[config.mk]
export PLATFORM = sky130hd
export DESIGN_NAME = diff_drive_pose_tracker
export DESIGN_NICKNAME = d
export VERILOG_FILES = /design/src/rtl/ddpt_pkg.sv /design/src/rtl/ddpt_mul.sv /design/src/rtl/ddpt_div.sv /design/src/rtl/ddpt_isqrt.sv /design/src/rtl/ddpt_cordic.sv /design/src/rtl/diff_drive_pose_tracker.sv
export SDC_FILE = /design/constraint.sdc
export NUM_CORES = 2
export LEC_CHECK = 0
export BUFFER_PORTS_ARGS = -buffer_cell sky130_fd_sc_hd__buf_4
export CAP_MARGIN = 20
export CORE_UTILIZATION = 59
export DETAILED_ROUTE_END_ITERATION = 8
export PLACE_DENSITY = 0.9
export SLEW_MARGIN = 15
export SYNTH_ARGS = -nofsm -noshare
export SYNTH_HDL_FRONTEND = slang
export SYNTH_SLANG_ARGS = --single-unit
[constraint.sdc]
create_clock -name clk_i -period 11.5 [get_ports clk_i]
set_clock_uncertainty 0.2 [all_clocks]
set_input_delay 2.3 -clock clk_i [delete_from_list [all_inputs] [get_ports clk_i]]
set_output_delay 2.3 -clock clk_i [all_outputs]
set_load 0.05 [all_outputs]
[src/rtl/ddpt_pkg.sv]
`timescale 1ns / 1ps
// Shared types, widths and constants of the differential-drive pose tracker.
package ddpt_pkg;

  localparam int MulAW = 40;
  localparam int MulBW = 34;
  localparam int AccW  = 76;
  localparam int DivW  = 40;
  localparam int CorW  = 36;
  localparam int AngW  = 24;

  localparam logic signed [AngW-1:0] PiQ16     = 24'sd205887;
  localparam logic signed [AngW-1:0] HalfPiQ16 = 24'sd102944;
  localparam logic signed [AngW:0]   PiQ16W    = 25'sd205887;
  localparam logic signed [AngW:0]   TwoPiQ16  = 25'sd411774;
  localparam logic signed [CorW-1:0] CordicKQ30 = 36'sd652032874;

  localparam logic signed [DivW-1:0] TsBiasQ16 = 40'sd6554;
  localparam logic [DivW-1:0]        ExpNumQ32 = 40'd171798692;
  localparam logic signed [31:0]     ExpOneQ30 = 32'sd1073741824;
  localparam logic [3:0]             ExpTerms  = 4'd12;
  localparam logic [1:0]             LastSquare = 2'd3;
  localparam logic signed [MulBW-1:0] GainU0Q16 = 34'sd873813;
  localparam logic signed [MulBW-1:0] GainU1Q16 = 34'sd140684;
  localparam logic [15:0]            AlphaMax  = 16'hFFFF;

  typedef enum logic [1:0] {
    REQ_ODOM = 2'd0,
    REQ_GOAL = 2'd1,
    REQ_TICK = 2'd2
  } req_e;

  typedef enum logic {
    COR_VECTOR = 1'b0,
    COR_ROTATE = 1'b1
  } cor_mode_e;

  typedef enum logic [4:0] {
    S_IDLE,
    S_HEAD,
    S_MG_X,
    S_MG_Y,
    S_SQ_G,
    S_MR_X,
    S_MR_Y,
    S_SQ_R,
    S_DIV_A,
    S_EXP_MUL,
    S_EXP_DIV,
    S_SQR,
    S_ROT,
    S_FX1,
    S_FX2,
    S_FY1,
    S_FY2,
    S_U0A,
    S_U0B,
    S_U1A,
    S_U1B,
    S_RA,
    S_RB,
    S_LA,
    S_LB,
    S_OUT
  } state_e;

  typedef struct packed {
    logic go;
    logic clr;
    logic neg;
  } mul_ctrl_t;

  function automatic logic signed [AngW-1:0] atan_tab(input logic [3:0] idx);
    logic signed [AngW-1:0] v;
    case (idx)
      4'd0:    v = 24'sd51472;
      4'd1:    v = 24'sd30386;
      4'd2:    v = 24'sd16055;
      4'd3:    v = 24'sd8150;
      4'd4:    v = 24'sd4091;
      4'd5:    v = 24'sd2047;
      4'd6:    v = 24'sd1024;
      4'd7:    v = 24'sd512;
      4'd8:    v = 24'sd256;
      4'd9:    v = 24'sd128;
      4'd10:   v = 24'sd64;
      4'd11:   v = 24'sd32;
      4'd12:   v = 24'sd16;
      4'd13:   v = 24'sd8;
      4'd14:   v = 24'sd4;
      default: v = 24'sd2;
    endcase
    return v;
  endfunction

endpackage

[src/rtl/ddpt_mul.sv]
`timescale 1ns / 1ps
// Bit-serial signed multiply-accumulate unit, one multiplier bit per cycle.
module ddpt_mul (
  input  logic                                  clk_i,
  input  logic                                  rst_ni,
  input  ddpt_pkg::mul_ctrl_t                   ctrl_i,
  input  logic signed [ddpt_pkg::MulAW-1:0]     a_i,
  input  logic signed [ddpt_pkg::MulBW-1:0]     b_i,
  output logic signed [ddpt_pkg::AccW-1:0]      acc_o,
  output logic                                  done_o
);

  localparam int CntW = $clog2(ddpt_pkg::MulBW);

  logic                               busy_q, done_q;
  logic [CntW-1:0]                    cnt_q;
  logic signed [ddpt_pkg::AccW-1:0]   a_q, acc_q, addend, acc_d;
  logic [ddpt_pkg::MulBW-1:0]         b_q;
  logic                               neg_q, last, sub;

  assign last   = (cnt_q == CntW'(ddpt_pkg::MulBW - 1));
  assign sub    = last ^ neg_q;
  assign addend = b_q[0] ? a_q : '0;
  assign acc_d  = sub ? (acc_q - addend) : (acc_q + addend);

  always_ff @(posedge clk_i or negedge rst_ni) begin
    if (!rst_ni) begin
      busy_q <= 1'b0;
      done_q <= 1'b0;
      cnt_q  <= '0;
    end else begin
      done_q <= 1'b0;
      if (ctrl_i.go) begin
        busy_q <= 1'b1;
        cnt_q  <= '0;
      end else if (busy_q) begin
        cnt_q <= cnt_q + 1'b1;
        if (last) begin
          busy_q <= 1'b0;
          done_q <= 1'b1;
        end
      end
    end
  end

  always_ff @(posedge clk_i) begin
    if (ctrl_i.go) begin
      a_q   <= ddpt_pkg::AccW'(a_i);
      b_q   <= b_i;
      neg_q <= ctrl_i.neg;
      if (ctrl_i.clr) begin
        acc_q <= '0;
      end
    end else if (busy_q) begin
      acc_q <= acc_d;
      a_q   <= a_q <<< 1;
      b_q   <= b_q >> 1;
    end
  end

  assign acc_o  = acc_q;
  assign done_o = done_q;

endmodule

[src/rtl/ddpt_div.sv]
`timescale 1ns / 1ps
// Restoring unsigned divider that produces one quotient bit per cycle.
module ddpt_div (
  input  logic                          clk_i,
  input  logic                          rst_ni,
  input  logic                          start_i,
  input  logic [ddpt_pkg::DivW-1:0]     num_i,
  input  logic [ddpt_pkg::DivW-1:0]     den_i,
  output logic [ddpt_pkg::DivW-1:0]     quot_o,
  output logic                          done_o
);

  localparam int CntW = $clog2(ddpt_pkg::DivW);

  logic                          busy_q, done_q;
  logic [CntW-1:0]               cnt_q;
  logic [ddpt_pkg::DivW-1:0]     rem_q, num_q, den_q;
  logic [ddpt_pkg::DivW:0]       trial, diff;
  logic                          fits;

  assign trial = {rem_q, num_q[ddpt_pkg::DivW-1]};
  assign diff  = trial - {1'b0, den_q};
  assign fits  = (trial >= {1'b0, den_q});

  always_ff @(posedge clk_i or negedge rst_ni) begin
    if (!rst_ni) begin
      busy_q <= 1'b0;
      done_q <= 1'b0;
      cnt_q  <= '0;
    end else begin
      done_q <= 1'b0;
      if (start_i) begin
        busy_q <= 1'b1;
        cnt_q  <= '0;
      end else if (busy_q) begin
        cnt_q <= cnt_q + 1'b1;
        if (cnt_q == CntW'(ddpt_pkg::DivW - 1)) begin
          busy_q <= 1'b0;
          done_q <= 1'b1;
        end
      end
    end
  end

  always_ff @(posedge clk_i) begin
    if (start_i) begin
      rem_q <= '0;
      num_q <= num_i;
      den_q <= den_i;
    end else if (busy_q) begin
      rem_q <= fits ? diff[ddpt_pkg::DivW-1:0] : trial[ddpt_pkg::DivW-1:0];
      num_q <= {num_q[ddpt_pkg::DivW-2:0], fits};
    end
  end

  assign quot_o = num_q;
  assign done_o = done_q;

endmodule

[src/rtl/ddpt_isqrt.sv]
`timescale 1ns / 1ps
// Integer square root of a 64-bit value, one root bit per cycle.
module ddpt_isqrt (
  input  logic        clk_i,
  input  logic        rst_ni,
  input  logic        start_i,
  input  logic [63:0] val_i,
  output logic [31:0] root_o,
  output logic        done_o
);

  logic        busy_q, done_q;
  logic [4:0]  cnt_q;
  logic [63:0] v_q, r_q, bit_q, t;

  assign t = r_q + bit_q;

  always_ff @(posedge clk_i or negedge rst_ni) begin
    if (!rst_ni) begin
      busy_q <= 1'b0;
      done_q <= 1'b0;
      cnt_q  <= '0;
    end else begin
      done_q <= 1'b0;
      if (start_i) begin
        busy_q <= 1'b1;
        cnt_q  <= '0;
      end else if (busy_q) begin
        cnt_q <= cnt_q + 1'b1;
        if (&cnt_q) begin
          busy_q <= 1'b0;
          done_q <= 1'b1;
        end
      end
    end
  end

  always_ff @(posedge clk_i) begin
    if (start_i) begin
      v_q   <= val_i;
      r_q   <= '0;
      bit_q <= 64'h4000_0000_0000_0000;
    end else if (busy_q) begin
      if (v_q >= t) begin
        v_q <= v_q - t;
        r_q <= (r_q >> 1) + bit_q;
      end else begin
        r_q <= r_q >> 1;
      end
      bit_q <= bit_q >> 2;
    end
  end

  assign root_o = r_q[31:0];
  assign done_o = done_q;

endmodule

[src/rtl/ddpt_cordic.sv]
`timescale 1ns / 1ps
// Iterative CORDIC for the heading angle and for its cosine and sine.
module ddpt_cordic (
  input  logic                   clk_i,
  input  logic                   rst_ni,
  input  logic                   start_i,
  input  ddpt_pkg::cor_mode_e    mode_i,
  input  logic signed [15:0]     quat_z_i,
  input  logic signed [15:0]     quat_w_i,
  input  logic signed [15:0]     head_i,
  output logic signed [15:0]     head_o,
  output logic signed [17:0]     cos_o,
  output logic signed [17:0]     sin_o,
  output logic                   done_o
);

  localparam int CW = ddpt_pkg::CorW;
  localparam int AW = ddpt_pkg::AngW;

  logic                  busy_q, done_q;
  logic [3:0]            cnt_q;
  ddpt_pkg::cor_mode_e   mode_q;
  logic signed [CW-1:0]  x_q, y_q, xsh, ysh, xs, ys, xn, yn;
  logic signed [AW-1:0]  z_q, zh, at;
  logic                  neg_q, sig_pos;
  logic signed [AW:0]    a2, a2w, hr;
  logic signed [CW-1:0]  cr, sr;

  assign xs      = CW'(quat_w_i) <<< 16;
  assign ys      = CW'(quat_z_i) <<< 16;
  assign zh      = AW'(head_i) <<< 3;
  assign xsh     = x_q >>> cnt_q;
  assign ysh     = y_q >>> cnt_q;
  assign at      = ddpt_pkg::atan_tab(cnt_q);
  assign sig_pos = (mode_q == ddpt_pkg::COR_VECTOR) ? !(y_q > 0) : (z_q >= 0);

  always_ff @(posedge clk_i or negedge rst_ni) begin
    if (!rst_ni) begin
      busy_q <= 1'b0;
      done_q <= 1'b0;
      cnt_q  <= '0;
    end else begin
      done_q <= 1'b0;
      if (start_i) begin
        busy_q <= 1'b1;
        cnt_q  <= '0;
      end else if (busy_q) begin
        cnt_q <= cnt_q + 1'b1;
        if (&cnt_q) begin
          busy_q <= 1'b0;
          done_q <= 1'b1;
        end
      end
    end
  end

  always_ff @(posedge clk_i) begin
    if (start_i) begin
      mode_q <= mode_i;
      neg_q  <= 1'b0;
      if (mode_i == ddpt_pkg::COR_VECTOR) begin
        if (quat_w_i < 0) begin
          x_q <= -xs;
          y_q <= -ys;
          z_q <= (quat_z_i >= 0) ? ddpt_pkg::PiQ16 : -ddpt_pkg::PiQ16;
        end else begin
          x_q <= xs;
          y_q <= ys;
          z_q <= '0;
        end
      end else begin
        x_q <= ddpt_pkg::CordicKQ30;
        y_q <= '0;
        if (zh > ddpt_pkg::HalfPiQ16) begin
          z_q   <= zh - ddpt_pkg::PiQ16;
          neg_q <= 1'b1;
        end else if (zh < -ddpt_pkg::HalfPiQ16) begin
          z_q   <= zh + ddpt_pkg::PiQ16;
          neg_q <= 1'b1;
        end else begin
          z_q <= zh;
        end
      end
    end else if (busy_q) begin
      x_q <= xn;
      y_q <= yn;
      z_q <= sig_pos ? (z_q - at) : (z_q + at);
    end
  end

  assign xn = sig_pos ? (x_q - ysh) : (x_q + ysh);
  assign yn = sig_pos ? (y_q + xsh) : (y_q - xsh);

  always_comb begin
    a2 = (AW + 1)'(z_q) <<< 1;
    a2w = a2;
    if (a2w > ddpt_pkg::PiQ16W) begin
      a2w = a2w - ddpt_pkg::TwoPiQ16;
    end
    if (a2w < -ddpt_pkg::PiQ16W) begin
      a2w = a2w + ddpt_pkg::TwoPiQ16;
    end
    hr = a2w + 25'sd4;
  end

  assign head_o = hr[18:3];
  assign cr     = (neg_q ? -x_q : x_q) + 36'sd8192;
  assign sr     = (neg_q ? -y_q : y_q) + 36'sd8192;
  assign cos_o  = cr[31:14];
  assign sin_o  = sr[31:14];
  assign done_o = done_q;

endmodule

[src/rtl/diff_drive_pose_tracker.sv]
`timescale 1ns / 1ps
// Top level of the differential-drive pose tracker and its sequencer.
//
// Words arrive on the input channel (in_valid_i / in_ready_o) and carry a
// request type, a position and a quaternion. An odometry word stores the robot
// pose, a goal word stores the goal and recomputes the smoothing factor, and a
// tick word filters the target and yields one output word with the right and
// left wheel speeds on the output channel (out_valid_o / out_ready_i).
// The block works on one word at a time; in_ready_o is high while the
// sequencer is idle. All arithmetic runs through one bit-serial multiplier,
// one bit-serial divider, a bit-serial square root and an iterative CORDIC.
// An odometry word with a zero quaternion clears the heading and skips the
// CORDIC; any other runs it. A goal word that runs the full exponential spends
// its time on the twelve series terms, each a product and a division; a tick
// word spends its time, until its output word is loaded, on twelve products.
// Reset clears the pose, the goal, the filter state and the smoothing factor.
// A finished output word waits in its register while new words are accepted;
// a tick that finishes while that register is still full holds until it is
// taken.
module diff_drive_pose_tracker (
  input  logic               clk_i,
  input  logic               rst_ni,
  input  logic               in_valid_i,
  output logic               in_ready_o,
  input  logic [1:0]         req_type_i,
  input  logic signed [31:0] pos_x_i,
  input  logic signed [31:0] pos_y_i,
  input  logic signed [15:0] quat_z_i,
  input  logic signed [15:0] quat_w_i,
  output logic               out_valid_o,
  input  logic               out_ready_i,
  output logic signed [31:0] right_wheel_speed_o,
  output logic signed [31:0] left_wheel_speed_o
);

  localparam int AW = ddpt_pkg::MulAW;
  localparam int BW = ddpt_pkg::MulBW;
  localparam int CW = ddpt_pkg::AccW;
  localparam int DW = ddpt_pkg::DivW;

  ddpt_pkg::state_e state_q, state_d;
  logic             issued_q, issued_d;
  logic             in_fire, launch, unit_done, zero_quat;

  logic signed [31:0] robot_x_q, robot_y_q, goal_x_q, goal_y_q, ftx_q, fty_q;
  logic signed [15:0] heading_q;
  logic [15:0]        alpha_q;
  logic signed [15:0] quat_z_q, quat_w_q;

  logic [31:0]        magg_q, v_q;
  logic signed [DW-1:0] denom_q, denom;
  logic [19:0]        a_q;
  logic signed [31:0] term_q, term_new;
  logic signed [33:0] sum_q, sum_new;
  logic [3:0]         n_q;
  logic [1:0]         k_q;
  logic signed [17:0] cos_q, sin_q;
  logic signed [36:0] u0_q, u1_q;
  logic signed [31:0] r_q, l_q, sat_val;
  logic               out_valid_q;
  logic signed [31:0] out_r_q, out_l_q;

  ddpt_pkg::mul_ctrl_t  mul_ctrl;
  logic signed [AW-1:0] mul_a;
  logic signed [BW-1:0] mul_b;
  logic signed [CW-1:0] mul_acc, acc_rnd, acc_sq, p_abs;
  logic                 mul_done;

  logic                 div_go, div_done;
  logic [DW-1:0]        div_num, div_den, div_q;
  logic                 sqrt_go, sqrt_done;
  logic [31:0]          sqrt_r;
  logic                 cor_go, cor_done;
  ddpt_pkg::cor_mode_e  cor_mode;
  logic signed [15:0]   cor_head;
  logic signed [17:0]   cor_cos, cor_sin;

  logic signed [32:0]   ex, ey, dmag;
  logic signed [18:0]   cms, cps;
  logic [16:0]          om_alpha;
  logic [31:0]          vsq;
  logic [32:0]          alpha_rnd;
  logic [15:0]          alpha_new;
  logic                 denom_pos;
  logic [28:0]          sat_hi;

  assign in_ready_o = (state_q == ddpt_pkg::S_IDLE);
  assign in_fire    = in_valid_i && in_ready_o;
  assign zero_quat  = (quat_z_i == 16'sd0) && (quat_w_i == 16'sd0);

  assign ex       = 33'(ftx_q) - 33'(robot_x_q);
  assign ey       = 33'(fty_q) - 33'(robot_y_q);
  assign cms      = 19'(cos_q) - 19'(sin_q);
  assign cps      = 19'(sin_q) + 19'(cos_q);
  assign om_alpha = 17'h10000 - {1'b0, alpha_q};

  assign acc_rnd = mul_acc + 76'sd32768;
  assign acc_sq  = mul_acc + 76'sd536870912;
  assign p_abs   = mul_acc[CW-1] ? -mul_acc : mul_acc;
  assign sat_hi  = acc_rnd[75:47];
  assign sat_val = ((&sat_hi) || !(|sat_hi)) ? acc_rnd[47:16]
                 : (acc_rnd[CW-1] ? 32'sh8000_0000 : 32'sh7FFF_FFFF);

  assign dmag      = $signed({1'b0, magg_q}) - $signed({1'b0, sqrt_r});
  assign denom     = (DW'(dmag) <<< 4) + DW'(dmag) + ddpt_pkg::TsBiasQ16;
  assign denom_pos = !denom[DW-1] && (denom != '0);

  assign term_new  = mul_acc[CW-1] ? $signed(div_q[31:0]) : -$signed(div_q[31:0]);
  assign sum_new   = sum_q + 34'(term_new);
  assign vsq       = acc_sq[61:30];
  assign alpha_rnd = {1'b0, vsq} + 33'd8192;
  assign alpha_new = (|alpha_rnd[32:30]) ? ddpt_pkg::AlphaMax : alpha_rnd[29:14];

  always_comb begin
    case (state_q)
      ddpt_pkg::S_HEAD, ddpt_pkg::S_ROT:         unit_done = cor_done;
      ddpt_pkg::S_SQ_G, ddpt_pkg::S_SQ_R:        unit_done = sqrt_done;
      ddpt_pkg::S_DIV_A, ddpt_pkg::S_EXP_DIV:    unit_done = div_done;
      ddpt_pkg::S_IDLE, ddpt_pkg::S_OUT:         unit_done = 1'b0;
      default:                                   unit_done = mul_done;
    endcase
  end

  always_comb begin
    state_d  = state_q;
    issued_d = issued_q;
    launch   = 1'b0;
    mul_ctrl = '0;
    mul_a    = '0;
    mul_b    = '0;
    div_go   = 1'b0;
    div_num  = '0;
    div_den  = '0;
    sqrt_go  = 1'b0;
    cor_go   = 1'b0;
    cor_mode = (state_q == ddpt_pkg::S_HEAD) ? ddpt_pkg::COR_VECTOR : ddpt_pkg::COR_ROTATE;
    if (state_q != ddpt_pkg::S_IDLE && state_q != ddpt_pkg::S_OUT) begin
      launch   = !issued_q;
      issued_d = !unit_done;
    end
    case (state_q)
      ddpt_pkg::S_IDLE: begin
        if (in_fire) begin
          case (ddpt_pkg::req_e'(req_type_i))
            ddpt_pkg::REQ_ODOM: state_d = zero_quat ? ddpt_pkg::S_IDLE : ddpt_pkg::S_HEAD;
            ddpt_pkg::REQ_GOAL: state_d = ddpt_pkg::S_MG_X;
            ddpt_pkg::REQ_TICK: state_d = ddpt_pkg::S_ROT;
            default:            state_d = ddpt_pkg::S_IDLE;
          endcase
        end
      end
      ddpt_pkg::S_HEAD: begin
        cor_go = launch;
        if (unit_done) state_d = ddpt_pkg::S_IDLE;
      end
      ddpt_pkg::S_MG_X: begin
        mul_ctrl = '{go: launch, clr: 1'b1, neg: 1'b0};
        mul_a    = AW'(goal_x_q);
        mul_b    = BW'(goal_x_q);
        if (unit_done) state_d = ddpt_pkg::S_MG_Y;
      end
      ddpt_pkg::S_MG_Y: begin
        mul_ctrl = '{go: launch, clr: 1'b0, neg: 1'b0};
        mul_a    = AW'(goal_y_q);
        mul_b    = BW'(goal_y_q);
        if (unit_done) state_d = ddpt_pkg::S_SQ_G;
      end
      ddpt_pkg::S_SQ_G: begin
        sqrt_go = launch;
        if (unit_done) state_d = ddpt_pkg::S_MR_X;
      end
      ddpt_pkg::S_MR_X: begin
        mul_ctrl = '{go: launch, clr: 1'b1, neg: 1'b0};
        mul_a    = AW'(robot_x_q);
        mul_b    = BW'(robot_x_q);
        if (unit_done) state_d = ddpt_pkg::S_MR_Y;
      end
      ddpt_pkg::S_MR_Y: begin
        mul_ctrl = '{go: launch, clr: 1'b0, neg: 1'b0};
        mul_a    = AW'(robot_y_q);
        mul_b    = BW'(robot_y_q);
        if (unit_done) state_d = ddpt_pkg::S_SQ_R;
      end
      ddpt_pkg::S_SQ_R: begin
        sqrt_go = launch;
        if (unit_done) state_d = denom_pos ? ddpt_pkg::S_DIV_A : ddpt_pkg::S_IDLE;
      end
      ddpt_pkg::S_DIV_A: begin
        div_go  = launch;
        div_num = ddpt_pkg::ExpNumQ32 + {1'b0, denom_q[DW-1:1]};
        div_den = denom_q;
        if (unit_done) state_d = (|div_q[DW-1:20]) ? ddpt_pkg::S_IDLE : ddpt_pkg::S_EXP_MUL;
      end
      ddpt_pkg::S_EXP_MUL: begin
        mul_ctrl = '{go: launch, clr: 1'b1, neg: 1'b0};
        mul_a    = AW'(term_q);
        mul_b    = {14'b0, a_q};
        if (unit_done) state_d = ddpt_pkg::S_EXP_DIV;
      end
      ddpt_pkg::S_EXP_DIV: begin
        div_go  = launch;
        div_num = p_abs[59:20];
        div_den = DW'(n_q);
        if (unit_done) begin
          state_d = (n_q == ddpt_pkg::ExpTerms) ? ddpt_pkg::S_SQR : ddpt_pkg::S_EXP_MUL;
        end
      end
      ddpt_pkg::S_SQR: begin
        mul_ctrl = '{go: launch, clr: 1'b1, neg: 1'b0};
        mul_a    = {8'b0, v_q};
        mul_b    = {2'b0, v_q};
        if (unit_done && k_q == ddpt_pkg::LastSquare) state_d = ddpt_pkg::S_IDLE;
      end
      ddpt_pkg::S_ROT: begin
        cor_go = launch;
        if (unit_done) state_d = ddpt_pkg::S_FX1;
      end
      ddpt_pkg::S_FX1: begin
        mul_ctrl = '{go: launch, clr: 1'b1, neg: 1'b0};
        mul_a    = AW'(ftx_q);
        mul_b    = {18'b0, alpha_q};
        if (unit_done) state_d = ddpt_pkg::S_FX2;
      end
      ddpt_pkg::S_FX2: begin
        mul_ctrl = '{go: launch, clr: 1'b0, neg: 1'b0};
        mul_a    = AW'(goal_x_q);
        mul_b    = {17'b0, om_alpha};
        if (unit_done) state_d = ddpt_pkg::S_FY1;
      end
      ddpt_pkg::S_FY1: begin
        mul_ctrl = '{go: launch, clr: 1'b1, neg: 1'b0};
        mul_a    = AW'(fty_q);
        mul_b    = {18'b0, alpha_q};
        if (unit_done) state_d = ddpt_pkg::S_FY2;
      end
      ddpt_pkg::S_FY2: begin
        mul_ctrl = '{go: launch, clr: 1'b0, neg: 1'b0};
        mul_a    = AW'(goal_y_q);
        mul_b    = {17'b0, om_alpha};
        if (unit_done) state_d = ddpt_pkg::S_U0A;
      end
      ddpt_pkg::S_U0A: begin
        mul_ctrl = '{go: launch, clr: 1'b1, neg: 1'b0};
        mul_a    = AW'(ex);
        mul_b    = BW'(cms);
        if (unit_done) state_d = ddpt_pkg::S_U0B;
      end
      ddpt_pkg::S_U0B: begin
        mul_ctrl = '{go: launch, clr: 1'b0, neg: 1'b0};
        mul_a    = AW'(ey);
        mul_b    = BW'(cps);
        if (unit_done) state_d = ddpt_pkg::S_U1A;
      end
      ddpt_pkg::S_U1A: begin
        mul_ctrl = '{go: launch, clr: 1'b1, neg: 1'b0};
        mul_a    = AW'(ey);
        mul_b    = BW'(cos_q);
        if (unit_done) state_d = ddpt_pkg::S_U1B;
      end
      ddpt_pkg::S_U1B: begin
        mul_ctrl = '{go: launch, clr: 1'b0, neg: 1'b1};
        mul_a    = AW'(ex);
        mul_b    = BW'(sin_q);
        if (unit_done) state_d = ddpt_pkg::S_RA;
      end
      ddpt_pkg::S_RA: begin
        mul_ctrl = '{go: launch, clr: 1'b1, neg: 1'b0};
        mul_a    = AW'(u0_q);
        mul_b    = ddpt_pkg::GainU0Q16;
        if (unit_done) state_d = ddpt_pkg::S_RB;
      end
      ddpt_pkg::S_RB: begin
        mul_ctrl = '{go: launch, clr: 1'b0, neg: 1'b0};
        mul_a    = AW'(u1_q);
        mul_b    = ddpt_pkg::GainU1Q16;
        if (unit_done) state_d = ddpt_pkg::S_LA;
      end
      ddpt_pkg::S_LA: begin
        mul_ctrl = '{go: launch, clr: 1'b1, neg: 1'b0};
        mul_a    = AW'(u0_q);
        mul_b    = ddpt_pkg::GainU0Q16;
        if (unit_done) state_d = ddpt_pkg::S_LB;
      end
      ddpt_pkg::S_LB: begin
        mul_ctrl = '{go: launch, clr: 1'b0, neg: 1'b1};
        mul_a    = AW'(u1_q);
        mul_b    = ddpt_pkg::GainU1Q16;
        if (unit_done) state_d = ddpt_pkg::S_OUT;
      end
      ddpt_pkg::S_OUT: begin
        if (!out_valid_q || out_ready_i) state_d = ddpt_pkg::S_IDLE;
      end
      default: begin
        state_d = ddpt_pkg::S_IDLE;
      end
    endcase
  end

  always_ff @(posedge clk_i or negedge rst_ni) begin
    if (!rst_ni) begin
      state_q  <= ddpt_pkg::S_IDLE;
      issued_q <= 1'b0;
    end else begin
      state_q  <= state_d;
      issued_q <= issued_d;
    end
  end

  always_ff @(posedge clk_i or negedge rst_ni) begin
    if (!rst_ni) begin
      robot_x_q   <= '0;
      robot_y_q   <= '0;
      heading_q   <= '0;
      goal_x_q    <= '0;
      goal_y_q    <= '0;
      alpha_q     <= '0;
      ftx_q       <= '0;
      fty_q       <= '0;
      out_valid_q <= 1'b0;
    end else begin
      if (out_valid_q && out_ready_i) begin
        out_valid_q <= 1'b0;
      end
      case (state_q)
        ddpt_pkg::S_IDLE: begin
          if (in_fire) begin
            case (ddpt_pkg::req_e'(req_type_i))
              ddpt_pkg::REQ_ODOM: begin
                robot_x_q <= pos_x_i;
                robot_y_q <= pos_y_i;
                if (zero_quat) heading_q <= '0;
              end
              ddpt_pkg::REQ_GOAL: begin
                goal_x_q <= pos_x_i;
                goal_y_q <= pos_y_i;
              end
              default: begin
              end
            endcase
          end
        end
        ddpt_pkg::S_HEAD: begin
          if (unit_done) heading_q <= cor_head;
        end
        ddpt_pkg::S_SQ_R: begin
          if (unit_done && !denom_pos) alpha_q <= ddpt_pkg::AlphaMax;
        end
        ddpt_pkg::S_DIV_A: begin
          if (unit_done && (|div_q[DW-1:20])) alpha_q <= '0;
        end
        ddpt_pkg::S_SQR: begin
          if (unit_done && k_q == ddpt_pkg::LastSquare) alpha_q <= alpha_new;
        end
        ddpt_pkg::S_FX2: begin
          if (unit_done) ftx_q <= acc_rnd[47:16];
        end
        ddpt_pkg::S_FY2: begin
          if (unit_done) fty_q <= acc_rnd[47:16];
        end
        ddpt_pkg::S_OUT: begin
          if (!out_valid_q || out_ready_i) out_valid_q <= 1'b1;
        end
        default: begin
        end
      endcase
    end
  end

  always_ff @(posedge clk_i) begin
    if (in_fire) begin
      quat_z_q <= quat_z_i;
      quat_w_q <= quat_w_i;
    end
    case (state_q)
      ddpt_pkg::S_SQ_G: begin
        if (unit_done) magg_q <= sqrt_r;
      end
      ddpt_pkg::S_SQ_R: begin
        if (unit_done) denom_q <= denom;
      end
      ddpt_pkg::S_DIV_A: begin
        if (unit_done) begin
          a_q    <= div_q[19:0];
          term_q <= ddpt_pkg::ExpOneQ30;
          sum_q  <= 34'(ddpt_pkg::ExpOneQ30);
          n_q    <= 4'd1;
        end
      end
      ddpt_pkg::S_EXP_DIV: begin
        if (unit_done) begin
          term_q <= term_new;
          sum_q  <= sum_new;
          n_q    <= n_q + 4'd1;
          v_q    <= sum_new[33] ? 32'd0 : sum_new[31:0];
          k_q    <= '0;
        end
      end
      ddpt_pkg::S_SQR: begin
        if (unit_done) begin
          v_q <= vsq;
          k_q <= k_q + 2'd1;
        end
      end
      ddpt_pkg::S_ROT: begin
        if (unit_done) begin
          cos_q <= cor_cos;
          sin_q <= cor_sin;
        end
      end
      ddpt_pkg::S_U0B: begin
        if (unit_done) u0_q <= acc_rnd[52:16];
      end
      ddpt_pkg::S_U1B: begin
        if (unit_done) u1_q <= acc_rnd[52:16];
      end
      ddpt_pkg::S_RB: begin
        if (unit_done) r_q <= sat_val;
      end
      ddpt_pkg::S_LB: begin
        if (unit_done) l_q <= sat_val;
      end
      ddpt_pkg::S_OUT: begin
        if (!out_valid_q || out_ready_i) begin
          out_r_q <= r_q;
          out_l_q <= l_q;
        end
      end
      default: begin
      end
    endcase
  end

  ddpt_mul u_mul (
    .clk_i  (clk_i),
    .rst_ni (rst_ni),
    .ctrl_i (mul_ctrl),
    .a_i    (mul_a),
    .b_i    (mul_b),
    .acc_o  (mul_acc),
    .done_o (mul_done)
  );

  ddpt_div u_div (
    .clk_i   (clk_i),
    .rst_ni  (rst_ni),
    .start_i (div_go),
    .num_i   (div_num),
    .den_i   (div_den),
    .quot_o  (div_q),
    .done_o  (div_done)
  );

  ddpt_isqrt u_isqrt (
    .clk_i   (clk_i),
    .rst_ni  (rst_ni),
    .start_i (sqrt_go),
    .val_i   (mul_acc[63:0]),
    .root_o  (sqrt_r),
    .done_o  (sqrt_done)
  );

  ddpt_cordic u_cordic (
    .clk_i    (clk_i),
    .rst_ni   (rst_ni),
    .start_i  (cor_go),
    .mode_i   (cor_mode),
    .quat_z_i (quat_z_q),
    .quat_w_i (quat_w_q),
    .head_i   (heading_q),
    .head_o   (cor_head),
    .cos_o    (cor_cos),
    .sin_o    (cor_sin),
    .done_o   (cor_done)
  );

  assign out_valid_o         = out_valid_q;
  assign right_wheel_speed_o = out_r_q;
  assign left_wheel_speed_o  = out_l_q;

endmodule

# [After elaboration in Yosys (flattened, before gate mapping)]
# Memories as Yosys holds them, arrays and structs flattened.
# Index checks and enable logic that the tools add are counted.
[totals] regBits=1291 latch_bits=0 mem_bits_rw=0 rom_bits=256 in_bits=102 output_inout_bits=66 wordCells=400 mem_count=1
[mem_list] memory="(no name shown)" words=16 word_bits=16 rd=1 rd_ports_with_merged_regs=0 wr=0 line_no="ddpt_pkg.sv:75" source="case (idx)"
[op_classes] addsub=44 n_mul=0 div_mod_pow=0 order_cmp=10 eq_ne=64 shifts=2 muxes=149 n_bitwise=1 n_reduce_logical=73
[op_table] op="76-bit 2-to-1 mux" count=7
[op_table] op="40-bit one-hot mux with 12 select lines" count=1
[op_table] op="34-bit one-hot mux with 14 select lines" count=1
[op_table] op="36-bit 2-to-1 mux" count=10
[op_table] op="32-bit 2-to-1 mux" count=10
[op_table] op="64-bit 2-to-1 mux" count=4
[op_table] op="24-bit 2-to-1 mux" count=8
[op_table] op="40-bit one-hot mux with 2 select lines" count=2
[op_table] op="5-bit 2-to-1 mux" count=28
[op_table] op="34-bit 2-to-1 mux" count=4
[op_table] op="5-bit one-hot mux with 26 select lines" count=1
[op_table] op="16-bit 2-to-1 mux" count=8
[op_table] op="32-bit one-hot mux with 2 select lines" count=2
[op_table] op="40-bit 2-to-1 mux" count=3
[op_table] op="32-bit by 32-bit subtractor with 33-bit output" count=3
[op_table] op="32-bit negation" count=3
[op_table] op="76-bit by 17-bit adder with 76-bit output, second input constant" count=1
[op_table] op="76-bit adder" count=1
[op_table] op="76-bit subtractor" count=1
[op_table] op="36-bit adder" count=2
[op_table] op="32-bit negation with 36-bit output" count=2
[op_table] op="36-bit by 4-bit >>> shifter with 36-bit output" count=2
[op_table] op="36-bit subtractor" count=2
[op_table] op="34-bit one-hot mux with 2 select lines" count=1
[op_table] op="other kinds (85)" count=236

# [Longest topological paths before layout]
[depth] depth_word=9 mapped_depth=31 ltp_nobuf=29

# [Cells and area by module]
# A second synthesis with hierarchy kept.
[unflattened] hier_cells=11230 area_unflattened_um2=100652.8
[modules_own_cells] module="diff_drive_pose_tracker" n_inst=1 cells_per_inst=4508 area_per_inst_um2=43808.3 seq_area_each_um2=19743.9
[modules_own_cells] module="ddpt_cordic" n_inst=1 cells_per_inst=2388 area_per_inst_um2=19248.5 seq_area_each_um2=3093.0
[modules_own_cells] module="ddpt_isqrt" n_inst=1 cells_per_inst=1987 area_per_inst_um2=15547.4 seq_area_each_um2=4018.9
[modules_own_cells] module="ddpt_mul" n_inst=1 cells_per_inst=1585 area_per_inst_um2=14576.5 seq_area_each_um2=5815.6
[modules_own_cells] module="ddpt_div" n_inst=1 cells_per_inst=762 area_per_inst_um2=7472.2 seq_area_each_um2=3403.3

# [Worst setup path after synthesis]
# OpenSTA, ideal clock, no wires.
[synth_timing] kind="reg2reg" start="reg u_isqrt.r_q[2]" end="reg u_isqrt.v_q[0] (enable)" setup_time_ns=0.574 t_arrival_ns=9.957 t_required_ns=10.726 slack_ns=0.768 stages_incl_launch_ff=26 path_buffers=3 synth_period_minus_slack_ns=10.732 cell_sequence="dfxtp_1 > ha_1 > a31o_2 > a311oi_1 > o31ai_1 > a21bo_2 > a221o_1 > a41oi_1 > o2111ai_1 > nand4_1 > o31ai_1 > a31o_2 > a31o_2 > xnor2_1 > ha_1 > and3_1 > clkbuf_1 > nand4_1 > nor4_1 > or2_2 > nor3_1 > o311a_2 > o31a_1 > buf_2 > buf_4 > o21ai_0"
[synth_between] elab_chain_len=4
[synth_rtl] element="from (decl)" line_no="ddpt_isqrt.sv:14" source="logic [63:0] v_q, r_q, bit_q, t;"
[synth_rtl] element="from (signal assigned)" line_no="ddpt_isqrt.sv:46" source="r_q <= (r_q >> 1) + bit_q;"
[synth_rtl] element="from (signal assigned)" line_no="ddpt_isqrt.sv:48" source="r_q <= r_q >> 1;"
[synth_rtl] element="64-bit by 63-bit adder with 64-bit output" line_no="ddpt_isqrt.sv:16" source="assign t = r_q + bit_q;"
[synth_rtl] element="64-bit greater-or-equal comparator" line_no="ddpt_isqrt.sv:44" source="if (v_q >= t) begin"
[synth_rtl] element="2-bit nonzero test (no line)"
[synth_rtl] element="2-bit AND reduction (no line)"
[synth_rtl] element="to (signal assigned)" line_no="ddpt_isqrt.sv:40" source="v_q <= val_i;"
[synth_rtl] element="to (signal assigned)" line_no="ddpt_isqrt.sv:45" source="v_q <= v_q - t;"
[synth_rtl] element="to (decl)" line_no="ddpt_isqrt.sv:14"
# Every way passes these cells.
# A chain may end at the register's enable or synchronous reset.

# [Final worst setup path]
[layout_timing] start="reg u_isqrt.r_q[0]" end="reg u_isqrt.r_q[26]"
[layout_between] elab_chain_len=3
[layout_rtl] element="64-bit by 63-bit adder with 64-bit output" line_no="ddpt_isqrt.sv:16"
[layout_rtl] element="64-bit greater-or-equal comparator" line_no="ddpt_isqrt.sv:44"
[layout_rtl] element="64-bit 2-to-1 mux" line_no="ddpt_isqrt.sv:44"
# Every way passes these cells.

==> flow_metrics.py <==
metrics = {
    "worst_setup_path": {
        "rr_worst_depth": 30,
        "cpMaxStageDelayCell": "o31a_2",
        "cp_max_fo": 46,
        "crit_arrival_ns": 9.24,
        "cp_slowest_stage_delay_ns": 0.95,
        "critPathRequiredTime_ns": 11.99,
        "crit_top_cell": "o21ai_0",
        "end_kind": "register",
        "critical_path_class": "reg -> reg",
        "ff2ff_setup_slack_ns": 2.75,
        "reg2reg_from": "u_isqrt.r_q[0]",
        "startpoint_type": "register",
        "r2r_end": "u_isqrt.r_q[26]",
    },
    "global_routing": {
        "antenna_found_initial": 11,
        "grtUsageTotal_pct": 38.4,
        "busiest_layer": "met2",
        "grt_pass1_wl_mm": 489,
        "overflow": 0,
        "use_met1_pct": 51.0,
        "grt_use_met2_pct": 56.2,
        "grt_max_degree": 187,
        "use_met3_pct": 12.6,
        "grt_pass1_vias": 82300,
    },
    "logic_synthesis": {
        "syn_area_sq_um": 96400,
        "yosysTopAreaCell": "edfxtp_1",
        "yosysMostFrequentCell": "nor2_1",
        "ys_types": 123,
        "synth_top_area_share_pct": 27.8,
        "syn_avg_cell_area_sq_um": 9.24,
        "ys_seq_elements": 1289,
        "synth-edff-count": 893,
        "async_reset_ff_share_pct": 20.2,
        "synthesis.nets": 11200,
        "ys_warn_count": 0,
        "synthCells": 10400,
        "yosys-top-cells-count": "1019 x nor2_1, 893 x edfxtp_1, 874 x nand2_1, 743 x a21oi_1, 612 x ha_1",
        "synth_seq_area_share_pct": 37.4,
        "synthFlopType": "edfxtp_1",
        "ys_top_cells_by_area": "edfxtp_1 28%, ha_1 7.9%, dfrtp_1 6.7%, xnor2_1 4.6%, nor2_1 4.0%",
    },
    "outcome": {
        "outcome": "finished, violations left",
        "violations": "DRC",
    },
    "place": {
        "io_buffers": 167,
        "hpwl_mm": 237,
        "gp_congestion": 1.06,
    },
    "drt": {
        "wl_per_cell_um": 26.0,
        "via_count": 88100,
        "via_per_inst": 6.98,
        "wl_mm": 328,
        "drcViolationCount": 23,
        "ant_nets": 0,
        "first_pass_iters": 9,
        "drtIter0Drc": 13600,
    },
    "floorplan": {
        "io_pins": 168,
        "die-area_sq_um": 165000,
        "die_w_um": 406,
        "initial_utilization_pct": 59.7,
        "die_h_um": 406,
        "core_area_sq_um": 161000,
        "rows": 147,
    },
    "worst_hold_path": {
        "hold_path_class": "reg -> reg",
        "holdPathStages": 0,
        "hold_end": "left_wheel_speed_o[10]",
        "min_from": "l_q[10]",
    },
    "timing": {
        "slew_violations": 0,
        "slew_headroom_pct": 13.2,
        "tightest_slew_ns": 1.30,
        "finalCriticalPeriod_ns": 8.75,
        "max_freq_ghz": 0.114,
        "hold_violations": 0,
        "rsz0062_at_grt": "false",
        "setup_tns_ns": 0,
        "fin_crit_sh_pct": 76.1,
        "setup_viol_count_final": 0,
    },
    "cts": {
        "cts_setup_buffers": 0,
        "ctsHoldBuffers": 0,
        "clock_path_buffers": 3,
        "clock_sinks": 1289,
        "cts_tree": "done",
        "cts.repair.resized": 0,
        "clockRootBuffer": "clkbuf_16",
        "htree_levels": 4,
        "path_clk_slew_ns": 0.07,
        "cts_inserted_buffers": 144,
        "clkLatencyLatePin_ns": 0.83,
    },
    "layout": {
        "nets": 11100,
        "drive_gt1_share_pct": 9.38,
        "finalCoreUtilization_pct": 64.7,
        "syn_to_final_growth_pct": 8.39,
    },
    "run": {
        "cap_violations": 0,
    },
}
## how the worst max path moves through the flow
stage                    from               to  slack (ns)
3_3_place_gp   u_isqrt.r_q[0]  u_isqrt.r_q[17]        3.33
6_report       u_isqrt.r_q[0]  u_isqrt.r_q[26]        2.75
2_1_floorplan  u_isqrt.r_q[2]   u_isqrt.v_q[0]        0.77
5_1_grt        u_isqrt.r_q[0]   u_isqrt.r_q[8]        2.32
4_1_cts        u_isqrt.r_q[0]  u_isqrt.r_q[18]        3.01
3_5_place_dp   u_isqrt.r_q[0]  u_isqrt.r_q[12]        3.06
## layout by cell type (no fill, tap or decap), drive strengths merged, types with 112 or more instances in the layout
cell type,n
a21o,256
xor2,425
edfxtp,893
mux2,167
buf,308
a31oi,136
o21ai,550
nand2,874
inv,422
ha,612
clkbuf,181
nor2,1020
nor3,243
and2,132
a21oi,746
a211oi,112
o21a,113
mux2i,177
xnor2,508
nand3,225
dfrtp,260
nand4,119
dfxtp,136
## cells by family after synthesis
group | synth area share [%]
AO/OA/AOI/OAI | 20.4
XOR/XNOR | 8.47
multiplexers | 5.40
AND/OR/NAND/NOR | 16.3
adder cells (fa/ha/maj) | 8.20
flip-flops | 37.4
buffers and inverters | 3.85
## worst max-delay path, delay by kind of cell, from the launching register on
family	cells	cell delay, ns
and+or+nand+nor	7	0.78
xor gates and xnor gates	1	0.15
DFF	1	0.34
adders and majority gates	3	0.76
buffers and inverters	2	0.70
AOI/OAI and AO/OA	17	5.65
## registers in the layout, summed over array words and instances (netlist names), 34 cells and up
register      count
u_mul.a_q        76
sum_q            34
u_cordic.y_q     36
u0_q             37
u_mul.b_q        34
u_div.rem_q      40
u_cordic.x_q     36
u1_q             37
u_isqrt.v_q      64
u_mul.acc_o      76
u_div.quot_o     40
u_div.den_q      39
u_isqrt.r_q      64
denom_q          39
## final cells by class
type | instances | area, sq um
clock buffers | 181 | 3850
clock inverters | 87 | 965
repair buffers | 308 | 2380
well taps | 2160 | 2700
diodes | 8 | 20.0
fillers | 12400 | 57000
multi-input cells | 8185 | 57000
flip-flops and latches | 1289 | 36100
inverters | 415 | 1560
## routing by layer
metal / up-vias / share of wire, %
met5: - / 0.017
met4: 8 / 5.5
met3: 1198 / 15
met2: 6398 / 42
met1: 41900 / 38
li1: 38600 / -
## stage by stage
step                cells  setup WS [ns]  cell area [sq um]  hold WS, ns
floorplan           10400          0.768              96400        0.200
global placement    12400           3.33              99600        0.201
detailed placement  12400           3.06              99600        0.205
CTS                 12600           3.01             104000        0.216
global route        12600           2.32             104000        0.222
finish              12600           2.75             105000        0.216
Power is not shown: default switching activity piles up to over one toggle a cycle in this logic, so the estimate is an artifact.
